===== config.mk =====
export PLATFORM = sky130hd
export DESIGN_NAME = hall_period_speed_meter_unit
export DESIGN_NICKNAME = d
export VERILOG_FILES = /design/src/hdl/hpsm_pkg.sv /design/src/hdl/hall_period_speed_meter_unit.sv
export SDC_FILE = /design/constraint.sdc
export NUM_CORES = 2
export LEC_CHECK = 0
export BUFFER_PORTS_ARGS = -buffer_cell sky130_fd_sc_hd__buf_2
export CAP_MARGIN = 0
export CORE_AREA = 2 2 286 288
export CTS_CLUSTER_SIZE = 16
export DETAILED_ROUTE_END_ITERATION = 10
export DIE_AREA = 0 0 288 290
export PLACE_DENSITY = 0.66
export SETUP_SLACK_MARGIN = 0.5
export SLEW_MARGIN = 20
export SYNTH_ARGS = -nofsm -noshare
export SYNTH_HDL_FRONTEND = slang
export SYNTH_SLANG_ARGS = --single-unit

===== constraint.sdc =====
create_clock -name i_clk -period 12 [get_ports i_clk]
set_input_delay 2.4 -clock i_clk [delete_from_list [all_inputs] [get_ports i_clk]]
set_output_delay 2.4 -clock i_clk [all_outputs]
set_load 0.03 [all_outputs]

===== src/hdl/hpsm_pkg.sv =====
`default_nettype none
// ----------------------------------------------------------------------------
// hpsm_pkg
// Shared types and constants of the hall period speed meter.
// ----------------------------------------------------------------------------
package hpsm_pkg;

    // Register field widths and reset values
    localparam int unsigned TF_W       = 32;
    localparam int unsigned PP_W       = 7;
    localparam logic [TF_W-1:0] TF_RST = 32'd72_000_000;
    localparam logic [PP_W-1:0] PP_RST = 7'd1;

    // Register indexes on the configuration port (byte address / 4)
    localparam logic REG_TIMER_FREQ = 1'b0;
    localparam logic REG_POLE_PAIRS = 1'b1;

    // Event kinds carried in tuser
    localparam logic CMD_CAPTURE  = 1'b0;
    localparam logic CMD_OVERFLOW = 1'b1;

    // Period and datapath widths
    localparam int unsigned TICK_W = 32;
    localparam logic [TICK_W-1:0] TICK_ONES = '1;
    // 6 * pole_pairs, pole_pairs up to 127
    localparam int unsigned FAC_W  = 10;
    localparam int unsigned DEN_W  = TICK_W + FAC_W;

    typedef enum logic [3:0] {
        ST_IDLE,
        ST_READ,
        ST_UPDATE,
        ST_AVG,
        ST_AVG_DIV,
        ST_MUL,
        ST_SPD,
        ST_SPD_DIV,
        ST_OUT
    } t_state;

    typedef struct packed {
        logic take_in;
        logic div_step;
        logic out_load;
    } t_ctrl;

endpackage

`default_nettype wire


===== src/hdl/hall_period_speed_meter_unit.sv =====
`default_nettype none
// ----------------------------------------------------------------------------
// hall_period_speed_meter_unit
// Averaging hall-period tachometer: mean period and UQ speed per event.
// ----------------------------------------------------------------------------
// Usage:
//   Slave stream: one beat per event. tuser = command (capture / overflow),
//   tdata = capture_ticks. A capture replaces the oldest of RING_DEPTH stored
//   periods; an overflow marks every stored period as all ones and keeps the
//   write slot.
//   Master stream: one beat per event with tdata = {speed_rps, average_ticks}
//   and tuser = divide_fault (divisor zero, speed saturated).
//   APB port: timer_frequency at 0x0, pole_pairs at 0x4; pready always high.
// Sequencing:
//   One event at a time. A capture passes through the ring read and
//   ring update states, an overflow goes straight to the average; then
//   come the average (a shift when RING_DEPTH is a power of two, else
//   a pass through the divider) and the speed division, in one
//   restoring shared divider. The ring RAM read is registered.
// Reset: ring reads as all ones through per-entry valid bits, write slot 0,
//   registers to their reset values; no clearing pass is needed.
// Stall: the result waits in the output register while the next event is
//   accepted and processed; a finished result is held until that register
//   empties.
// ----------------------------------------------------------------------------
module hall_period_speed_meter_unit #(
    parameter int unsigned RING_DEPTH      = 8,
    parameter int unsigned SPEED_FRAC_BITS = 16
) (
    input  wire logic        i_clk,
    input  wire logic        i_rst_n,
    // slave stream
    input  wire logic        i_s_tvalid,
    output logic             o_s_tready,
    input  wire logic [31:0] i_s_tdata,   // [31:0] capture_ticks
    input  wire logic        i_s_tuser,   // [0] command
    // master stream
    output logic             o_m_tvalid,
    input  wire logic        i_m_tready,
    output logic [63:0]      o_m_tdata,   // [31:0] average_ticks, [63:32] speed_rps_q16
    output logic             o_m_tuser,   // [0] divide_fault
    // configuration
    input  wire logic        psel,
    input  wire logic        penable,
    input  wire logic        pwrite,
    input  wire logic [2:0]  paddr,
    input  wire logic [31:0] pwdata,
    output logic [31:0]      prdata,
    output logic             pready
);

    localparam int unsigned SLOT_W  = (RING_DEPTH > 1) ? $clog2(RING_DEPTH) : 1;
    localparam int unsigned SUM_W   = hpsm_pkg::TICK_W + $clog2(RING_DEPTH);
    localparam int unsigned NUM_W   = hpsm_pkg::TF_W + SPEED_FRAC_BITS;
    localparam int unsigned Q_W     = (NUM_W > SUM_W) ? NUM_W : SUM_W;
    localparam int unsigned CNT_W   = $clog2(Q_W + 1);
    localparam int unsigned DEN_W   = hpsm_pkg::DEN_W;
    localparam int unsigned AVG_SHIFT = $clog2(RING_DEPTH);
    localparam bit          DEPTH_POW2 = ((RING_DEPTH & (RING_DEPTH - 1)) == 0);
    localparam logic [SUM_W-1:0] SUM_FULL =
        SUM_W'(64'(RING_DEPTH) * 64'hFFFF_FFFF);
    localparam logic [SLOT_W-1:0] SLOT_LAST = SLOT_W'(RING_DEPTH - 1);

    // ------------------------------------------------------------------
    // Configuration registers
    // ------------------------------------------------------------------
    logic [hpsm_pkg::TF_W-1:0] r_tf;
    logic [hpsm_pkg::PP_W-1:0] r_pp;
    logic                      cfg_wr;

    assign pready = 1'b1;
    assign cfg_wr = psel && penable && pwrite && pready;

    always_ff @(posedge i_clk) begin
        if (!i_rst_n) begin
            r_tf <= hpsm_pkg::TF_RST;
            r_pp <= hpsm_pkg::PP_RST;
        end else if (cfg_wr) begin
            if (paddr[2] == hpsm_pkg::REG_TIMER_FREQ) begin
                r_tf <= pwdata;
            end else begin
                r_pp <= pwdata[hpsm_pkg::PP_W-1:0];
            end
        end
    end

    always_comb begin
        if (paddr[2] == hpsm_pkg::REG_TIMER_FREQ) begin
            prdata = r_tf;
        end else begin
            prdata = {{(32 - hpsm_pkg::PP_W){1'b0}}, r_pp};
        end
    end

    // ------------------------------------------------------------------
    // Control state
    // ------------------------------------------------------------------
    hpsm_pkg::t_state r_state, n_state;
    hpsm_pkg::t_ctrl  ctrl;

    logic                  r_cmd;
    logic [31:0]           r_ticks;
    logic [SLOT_W-1:0]     r_slot;
    logic [RING_DEPTH-1:0] r_ring_vld;
    logic [SUM_W-1:0]      r_sum;
    logic [31:0]           r_avg;
    logic [DEN_W-1:0]      r_den;
    logic [31:0]           r_spd;
    logic                  r_flt;

    // period ring RAM
    logic [31:0]           r_ring [RING_DEPTH];
    logic [31:0]           r_rd_data;

    // shared restoring divider
    logic [Q_W-1:0]        r_quo;
    logic [DEN_W-1:0]      r_rem;
    logic [DEN_W-1:0]      r_dsr;
    logic [CNT_W-1:0]      r_cnt;
    logic [DEN_W:0]        rem_sh;
    logic                  div_ge;
    logic                  div_last;

    // output register
    logic                  r_out_vld;
    logic [31:0]           r_out_avg;
    logic [31:0]           r_out_spd;
    logic                  r_out_flt;
    logic                  out_free;

    logic [31:0]            old_period;
    logic [hpsm_pkg::FAC_W-1:0] factor;

    assign out_free = !r_out_vld || i_m_tready;
    assign div_last = (r_cnt == CNT_W'(1));
    assign rem_sh   = {r_rem, r_quo[Q_W-1]};
    assign div_ge   = (rem_sh >= {1'b0, r_dsr});

    // never-written entries read as all ones
    assign old_period = r_ring_vld[r_slot] ? r_rd_data : hpsm_pkg::TICK_ONES;

    // 6 * pole_pairs by shift and add
    assign factor = {r_pp, 2'b00} + {1'b0, r_pp, 1'b0};

    // next state
    always_comb begin
        n_state = r_state;
        unique case (r_state)
            hpsm_pkg::ST_IDLE: begin
                if (i_s_tvalid) begin
                    n_state = (i_s_tuser == hpsm_pkg::CMD_OVERFLOW) ?
                              hpsm_pkg::ST_AVG : hpsm_pkg::ST_READ;
                end
            end
            hpsm_pkg::ST_READ:    n_state = hpsm_pkg::ST_UPDATE;
            hpsm_pkg::ST_UPDATE:  n_state = hpsm_pkg::ST_AVG;
            hpsm_pkg::ST_AVG: begin
                n_state = DEPTH_POW2 ? hpsm_pkg::ST_MUL : hpsm_pkg::ST_AVG_DIV;
            end
            hpsm_pkg::ST_AVG_DIV: begin
                if (div_last) begin
                    n_state = hpsm_pkg::ST_MUL;
                end
            end
            hpsm_pkg::ST_MUL:     n_state = hpsm_pkg::ST_SPD;
            hpsm_pkg::ST_SPD: begin
                n_state = (r_den == '0) ? hpsm_pkg::ST_OUT : hpsm_pkg::ST_SPD_DIV;
            end
            hpsm_pkg::ST_SPD_DIV: begin
                if (div_last) begin
                    n_state = hpsm_pkg::ST_OUT;
                end
            end
            hpsm_pkg::ST_OUT: begin
                if (out_free) begin
                    n_state = hpsm_pkg::ST_IDLE;
                end
            end
            default:              n_state = hpsm_pkg::ST_IDLE;
        endcase
    end

    // state outputs
    always_comb begin
        ctrl = '0;
        unique case (r_state)
            hpsm_pkg::ST_IDLE:    ctrl.take_in  = 1'b1;
            hpsm_pkg::ST_AVG_DIV: ctrl.div_step = 1'b1;
            hpsm_pkg::ST_SPD_DIV: ctrl.div_step = 1'b1;
            hpsm_pkg::ST_OUT:     ctrl.out_load = out_free;
            default:              ctrl = '0;
        endcase
    end

    assign o_s_tready = ctrl.take_in;

    always_ff @(posedge i_clk) begin
        if (!i_rst_n) begin
            r_state <= hpsm_pkg::ST_IDLE;
        end else begin
            r_state <= n_state;
        end
    end

    // ------------------------------------------------------------------
    // Ring RAM: registered read of the slot, write back on update
    // ------------------------------------------------------------------
    always_ff @(posedge i_clk) begin
        r_rd_data <= r_ring[r_slot];
        if (r_state == hpsm_pkg::ST_UPDATE) begin
            r_ring[r_slot] <= r_ticks;
        end
    end

    // ------------------------------------------------------------------
    // Ring bookkeeping and datapath
    // ------------------------------------------------------------------
    always_ff @(posedge i_clk) begin
        if (!i_rst_n) begin
            r_slot     <= '0;
            r_ring_vld <= '0;
            r_sum      <= SUM_FULL;
        end else begin
            if (ctrl.take_in && i_s_tvalid &&
                (i_s_tuser == hpsm_pkg::CMD_OVERFLOW)) begin
                // stall: every entry back to the all-ones mark
                r_ring_vld <= '0;
                r_sum      <= SUM_FULL;
            end else if (r_state == hpsm_pkg::ST_UPDATE) begin
                r_ring_vld[r_slot] <= 1'b1;
                r_sum  <= r_sum - SUM_W'(old_period) + SUM_W'(r_ticks);
                r_slot <= (r_slot == SLOT_LAST) ? '0 : r_slot + SLOT_W'(1);
            end
        end
    end

    always_ff @(posedge i_clk) begin
        if (ctrl.take_in && i_s_tvalid) begin
            r_cmd   <= i_s_tuser;
            r_ticks <= i_s_tdata;
        end

        unique case (r_state)
            hpsm_pkg::ST_AVG: begin
                r_avg <= 32'(r_sum >> AVG_SHIFT);
                r_quo <= Q_W'(r_sum) << (Q_W - SUM_W);
                r_rem <= '0;
                r_dsr <= DEN_W'(RING_DEPTH);
                r_cnt <= CNT_W'(SUM_W);
            end
            hpsm_pkg::ST_AVG_DIV: begin
                if (div_last) begin
                    r_avg <= {r_quo[30:0], div_ge};
                end
            end
            hpsm_pkg::ST_MUL: begin
                r_den <= DEN_W'(r_avg) * DEN_W'(factor);
            end
            hpsm_pkg::ST_SPD: begin
                // zero divisor: saturate and flag
                r_spd <= '1;
                r_flt <= (r_den == '0);
                r_quo <= Q_W'(r_tf) << (Q_W - hpsm_pkg::TF_W);
                r_rem <= '0;
                r_dsr <= r_den;
                r_cnt <= CNT_W'(NUM_W);
            end
            hpsm_pkg::ST_SPD_DIV: begin
                if (div_last) begin
                    // quotient wider than 32 bits saturates
                    if (r_quo[Q_W-2:31] != '0) begin
                        r_spd <= '1;
                    end else begin
                        r_spd <= {r_quo[30:0], div_ge};
                    end
                end
            end
            default: begin
            end
        endcase

        if (ctrl.div_step) begin
            r_quo <= {r_quo[Q_W-2:0], div_ge};
            r_rem <= div_ge ? DEN_W'(rem_sh - {1'b0, r_dsr}) : rem_sh[DEN_W-1:0];
            r_cnt <= r_cnt - CNT_W'(1);
        end
    end

    // ------------------------------------------------------------------
    // Output register
    // ------------------------------------------------------------------
    always_ff @(posedge i_clk) begin
        if (!i_rst_n) begin
            r_out_vld <= 1'b0;
        end else if (ctrl.out_load) begin
            r_out_vld <= 1'b1;
        end else if (i_m_tready) begin
            r_out_vld <= 1'b0;
        end
    end

    always_ff @(posedge i_clk) begin
        if (ctrl.out_load) begin
            r_out_avg <= r_avg;
            r_out_spd <= r_spd;
            r_out_flt <= r_flt;
        end
    end

    assign o_m_tvalid = r_out_vld;
    assign o_m_tdata  = {r_out_spd, r_out_avg};
    assign o_m_tuser  = r_out_flt;

    // ------------------------------------------------------------------
    // Assertions
    // ------------------------------------------------------------------
    a_ovf_clears_ring: assert property (@(posedge i_clk) disable iff (!i_rst_n)
        (ctrl.take_in && i_s_tvalid && (i_s_tuser == hpsm_pkg::CMD_OVERFLOW))
        |=> (r_ring_vld == '0) && (r_sum == SUM_FULL))
        else $error("overflow did not refill the ring");

    a_slot_advances: assert property (@(posedge i_clk) disable iff (!i_rst_n)
        (r_state == hpsm_pkg::ST_UPDATE) |=>
        ((RING_DEPTH == 1) || (r_slot != $past(r_slot))))
        else $error("write slot did not advance after a capture");

    a_zero_div_fault: assert property (@(posedge i_clk) disable iff (!i_rst_n)
        ((r_state == hpsm_pkg::ST_SPD) && (r_den == '0)) |=>
        ((r_state == hpsm_pkg::ST_OUT) && r_flt && (r_spd == '1)))
        else $error("zero divisor not saturated");

    a_out_from_done: assert property (@(posedge i_clk) disable iff (!i_rst_n)
        $rose(r_out_vld) |-> ($past(r_state) == hpsm_pkg::ST_OUT))
        else $error("result loaded outside the output state");

endmodule

`default_nettype wire


; ---- After elaboration in Yosys (flattened, before gate mapping)
; Memory sizes are Yosys's and may differ from the RTL's. A register that Yosys moved wholly into a read port is not among the register bits.
; Index checks and enable logic that the tools add are counted.
[word_totals]
wordCells = 107
register_bits = 432
in_bits = 75
n_memories = 1
ramBits = 256
out_inout_bits = 100
[memory_table]
columns = name, depth, width, read_ports, rd_clocked_by_memory_dff, wr, line
row1 = r_ring, 8, 32, 1, 1, 1, hall_period_speed_meter_unit.sv:112  ; logic [31:0] r_ring [RING_DEPTH];
[op_classes]
add_sub_neg = 6
mux = 34
eq_ne = 14
bitwise_logic = 4
mul = 1
magnitude_cmp = 3
reduce_logical = 25
[ops]
columns = operator, count
row1 = 2-to-1 mux 32 bit, 5
row2 = one-hot mux 32 bit (2 select lines), 2
row3 = 2-to-1 mux 42 bit, 3
row4 = one-hot mux 48 bit (2 select lines), 1
row5 = one-hot mux 42 bit (2 select lines), 1
row6 = 2-to-1 mux 48 bit, 1
row7 = >= comparator 43 x 42 -> 1 bit, 1
row8 = logical NOT 42 bit, 1
row9 = multiplier 32 x 10 -> 42 bit, 1
row10 = subtractor 42 bit, 1
row11 = one-hot mux 4 bit (9 select lines), 1
row12 = adder 35 x 32 -> 35 bit, 1
row13 = subtractor 35 x 32 -> 35 bit, 1
row14 = 2-to-1 mux 4 bit, 5
row15 = equality test 4 x 3 -> 1 bit (second input constant), 4
row16 = nonzero test 16 bit, 1
row17 = one-hot mux 6 bit (2 select lines), 1
row18 = adder 9 x 8 -> 10 bit, 1
row19 = AND reduction 2 bit, 5
row20 = nonzero test 2 bit, 5
row21 = 2-to-1 mux 1 bit, 9
row22 = equality test 4 x 2 -> 1 bit (second input constant), 2
row23 = != test 2 bit (second input constant), 4
row24 = bitwise OR 8 bit, 1
row25 = 21 further kinds, 29

; ---- Logic depth before layout (Yosys ltp)
[logic_depth]
word_depth = 6
mapped_depth = 30
mapped_depth_nobuf = 29

; ---- Least setup slack after synthesis
; No wires, ideal clock.
[synth_timing]
path_kind = register -> register
startpoint = reg r_pp[1] (netlist name)
endpoint = reg r_den[39], data pin
stages_incl_launch_ff = 29
setup_ns = 0.273
required_ns = 11.727
t_arrival_ns = 6.792
period_less_slack_ns = 7.065
slack_ns = 4.935
n_path_buf = 2
path_cell_list = dfxtp_1 ha_1 fa_1 a21oi_1 nor2_1 nor2_1 inv_1 a21oi_1 nor2_1 nor2_1 xnor2_1 clkbuf_1 and2_1 fa_1 fa_1 fa_1 fa_1 ha_1 ha_1 buf_2 nand3_1 or4_1 a21o_1 a31oi_1 o211ai_1 a31oi_1 a2111oi_0 o31ai_2 o311ai_1
[synth_between]
elab_chain_cells = 2
[synth_lines]
columns = element, line
row1 = "start, declared", hall_period_speed_meter_unit.sv:68  ; logic [hpsm_pkg::PP_W-1:0] r_pp;
row2 = "start signal, assigned", hall_period_speed_meter_unit.sv:77  ; r_pp <= hpsm_pkg::PP_RST;
row3 = "start signal, assigned", hall_period_speed_meter_unit.sv:82  ; r_pp <= pwdata[hpsm_pkg::PP_W-1:0];
row4 = adder 9 x 8 -> 10 bit, hall_period_speed_meter_unit.sv:143  ; assign factor = {r_pp, 2'b00} + {1'b0, r_pp, 1'b0};
row5 = multiplier 32 x 10 -> 42 bit, hall_period_speed_meter_unit.sv:257  ; r_den <= DEN_W'(r_avg) * DEN_W'(factor);
row6 = "end signal, assigned", hall_period_speed_meter_unit.sv:257
row7 = "end, declared", hall_period_speed_meter_unit.sv:107  ; logic [DEN_W-1:0] r_den;
; Every way passes these cells.
; A chain may end at the register's enable or synchronous reset.

; ---- Final worst setup path
; Same ends and word-level chain as after synthesis.

==> impl_metrics.py <==
metrics = {
    "global_routing": {
        "grt_max_degree": 69,
        "antenna_found_initial": 1,
        "grt_pass1_vias": 26600,
        "grt_pass1_wl_um": 157000,
        "grtUsageTotal": 0.244,
        "grt_overflow": 0,
    },
    "finish": {
        "fin_area_um2": 44600,
        "final_nets": 3975,
        "area_growth_pct": 12.0,
        "drive_gt1_frac": 0.117,
        "num_antenna_cells": 0,
    },
    "logic_synthesis": {
        "ys.flop_type": "edfxtp_1",
        "post-synth-top-area-fraction": 0.450,
        "synth_nets": 3840,
        "synth_seq_cells": 718,
        "yosys_warnings": 0,
        "syn_area_um2": 39800,
        "synth.top_cells.by_area": "edfxtp_1 45%, fa_1 12%, dfxtp_1 6.1%",
        "ys_seq_area_frac": 0.511,
        "synth.distinct_cells": 74,
        "synthCells": 3337,
        "yosys.area.top_type": "edfxtp_1",
        "synth-edff-count": 596,
        "avgSynthCellArea_um2": 11.9,
        "async_reset_ff_frac": 0,
    },
    "placed_design": {
        "dpl.hpwl_um": 67300,
        "place.gp.congestion": 0.903,
        "place_area_um2": 41900,
        "place_worst_setup_slack_ns": 3.55,
        "port-buffer-count": 171,
    },
    "sta": {
        "whs_ns": 0.417,
        "min_period_ns": 8.59,
        "maxSlewViolCount": 0,
        "final.setup.tns_ns": 0,
        "finalCritPeriodShare": 0.716,
        "setup_slack_ns": 3.41,
        "hold_violations": 0,
        "finalSetupViolCount": 0,
        "grt_setup_unrepaired": "no",
        "fmax_ghz": 0.116,
        "worstMarginPinSlew_ns": 1.18,
        "skew_ns": 0.0459,
        "relSlewSlack": 0.210,
    },
    "clocking": {
        "postCtsSetupRepairBufs": 0,
        "cts_hold_buf": 0,
        "ctsResizeCount": 0,
        "clk_latency_ns": 0.66,
        "root_buffer": "clkbuf_16",
        "cts_max_level": 3,
        "cts_buffer_depth": 3,
        "cts_buffers": 77,
        "clkTransAtPathRegs_ns": 0.06,
        "cts_tree": "done",
        "clock-sinks": 718,
    },
    "setup_path": {
        "end_kind": "flop",
        "crit_top_cell": "fa_1",
        "critical_path_arrival_ns": 9.02,
        "cp_max_fo": 16,
        "critPathTopFamily": "adder cells",
        "start_kind": "flop",
        "cp.required_ns": 12.44,
        "max_stage_delay_ns": 0.58,
        "worstSetupPathType": "flop to flop",
        "critPathSlowestCell": "nor2_2",
        "cp_num_buf_inv": 1,
    },
    "pwr": {
        "combPwrFrac": 0.403,
        "power.internal_w": 0.00641,
        "clkPwrFrac": 0.235,
        "switchingPower_w": 0.00394,
        "leakagePower_nw": 17.9,
        "power_density_nw_per_um2": 232,
        "vdd_drop_max_mv": 0.171,
        "power.total_w": 0.0103,
        "p_seq_frac": 0.361,
        "swShare": 0.381,
    },
    "routing": {
        "drc": 0,
        "drtIter0Drc": 2357,
        "dr.pass1.iters": 5,
        "ant_nets": 0,
        "postRouteWirelength_um": 101000,
        "via_count": 26400,
        "viasPerCell": 5.75,
        "routedWlPerCell_um": 21.9,
    },
    "run": {
        "cap_violations": 0,
    },
    "floorplan": {
        "start_util": 0.496,
        "die_w_um": 288,
        "core_um2": 80200,
        "die_area_um2": 83500,
        "row_count": 104,
        "fp.dieH_um": 290,
        "ios": 175,
    },
    "min_path": {
        "hold_path.class": "flop to flop",
    },
    "outcome": {
        "status": "finished, final reports clean",
    },
}
-- final timing paths --
| path | startpoint | end | slack [ns] | cells after the start |
|---|---|---|---|---|
| max reg2reg | r_pp[1]$_SDFFE_PN0P_ | r_den[39]$_DFFE_PP_ | 3.41 | 25 |
| min | r_spd[19]$_SDFFCE_PP1P_ | r_out_spd[19]$_DFFE_PP_ | 0.42 | 0 |
| max | r_pp[1]$_SDFFE_PN0P_ | r_den[39]$_DFFE_PP_ | 3.41 | 25 |
| min reg2reg | r_spd[19]$_SDFFCE_PP1P_ | r_out_spd[19]$_DFFE_PP_ | 0.42 | 0 |
-- area by class of cell --
cell class / instances / area [µm²]
Clock inverter: 45 / 598
Sequential cell: 718 / 20300
Multi-Input combinational cell: 2277 / 18400
Timing Repair Buffer: 214 / 1190
Inverter: 184 / 691
Clock buffer: 96 / 2020
Fill cell: 6727 / 35600
Tap cell: 1060 / 1330
-- state kept, by name, summed over array words and instances (netlist names), 8 cells and up --
name        count
r_rd_data      32
r_den          41
r_ring        256
r_spd          32
r_avg          32
r_quo          48
r_sum          35
r_ticks        32
r_rem          42
r_dsr          41
r_tf           32
r_out_spd      32
r_ring_vld      8
r_out_avg      32
-- power by group through the flow --
stage | registers (W) | logic (W) | clock network, W
6_report | 0.00374 | 0.00417 | 0.00243
5_1_grt | 0.00377 | 0.00471 | 0.00257
4_1_cts | 0.00374 | 0.00416 | 0.00247
3_3_place_gp | 0.00378 | 0.00407 | 0
3_5_place_dp | 0.00378 | 0.00412 | 0
2_1_floorplan | 0.00354 | 0.00324 | 0
-- Yosys cell counts, types with 5 or more instances --
master and number:
a211oi_1 19, a21o_1 81, a21oi_1 171, a221oi_1 5, a22oi_1 164, a31oi_1 16, and2_1 181, and3_1 29
buf_1 5, buf_2 7, clkbuf_1 145, dfxtp_1 122, edfxtp_1 596, fa_1 244, ha_1 184, inv_1 183
mux2_2 36, nand2_1 408, nand2b_1 54, nand3_1 43, nand4_1 51, nor2_1 107, nor2b_1 100, nor3_1 24
nor3b_1 7, nor4_1 16, o211ai_1 26, o21a_1 23, o21ai_0 55, o21ai_1 31, o21bai_1 14, o31a_1 5
o31ai_1 9, xnor2_1 65, xor2_1 37
-- metal layers --
metal	global-route usage	part of all wire	vias up	routed length [µm]
met5	0	0	-	0
met4	0.0770	0.030	0	2990
met1	0.341	0.43	13200	43500
met3	0.0457	0.070	139	7080
met2	0.388	0.47	892	47300
li1	-	-	12200	-
-- layout by cell type, fill, tap and decap left out, drive strengths merged, types with 87 or more instances in the layout --
cell type  netlist  layout
a21oi          171     171
a22oi          164     164
and2           181     181
buf             13     214
clkbuf         145      96
dfxtp          122     122
edfxtp         596     596
fa             244     244
ha             184     184
inv            183     189
nand2          408     408
nor2           107     107
nor2b          101     101
o21ai           87      87
-- cells by family after synthesis --
logic type               after synthesis  synth area share
multiplexers                          39            0.0109
XOR/XNOR                             102            0.0224
other                                  1         0.0000942
AND/OR/NAND/NOR                     1044             0.131
flip-flops                           718             0.511
buffers and inverters                342            0.0326
AO/OA/AOI/OAI                        663             0.111
adder cells (fa/ha/maj)              428             0.181
-- stage by stage --
step | utilization | std cells
4_1_cts | 0.556 | 4593
3_5_place_dp | 0.523 | 4452
3_3_place_gp | 0.523 | 4452
5_1_grt | 0.556 | 4594
6_report | 0.556 | 4594
2_1_floorplan | - | 3337
No activity file was read; power rests on OpenSTA's default activity.
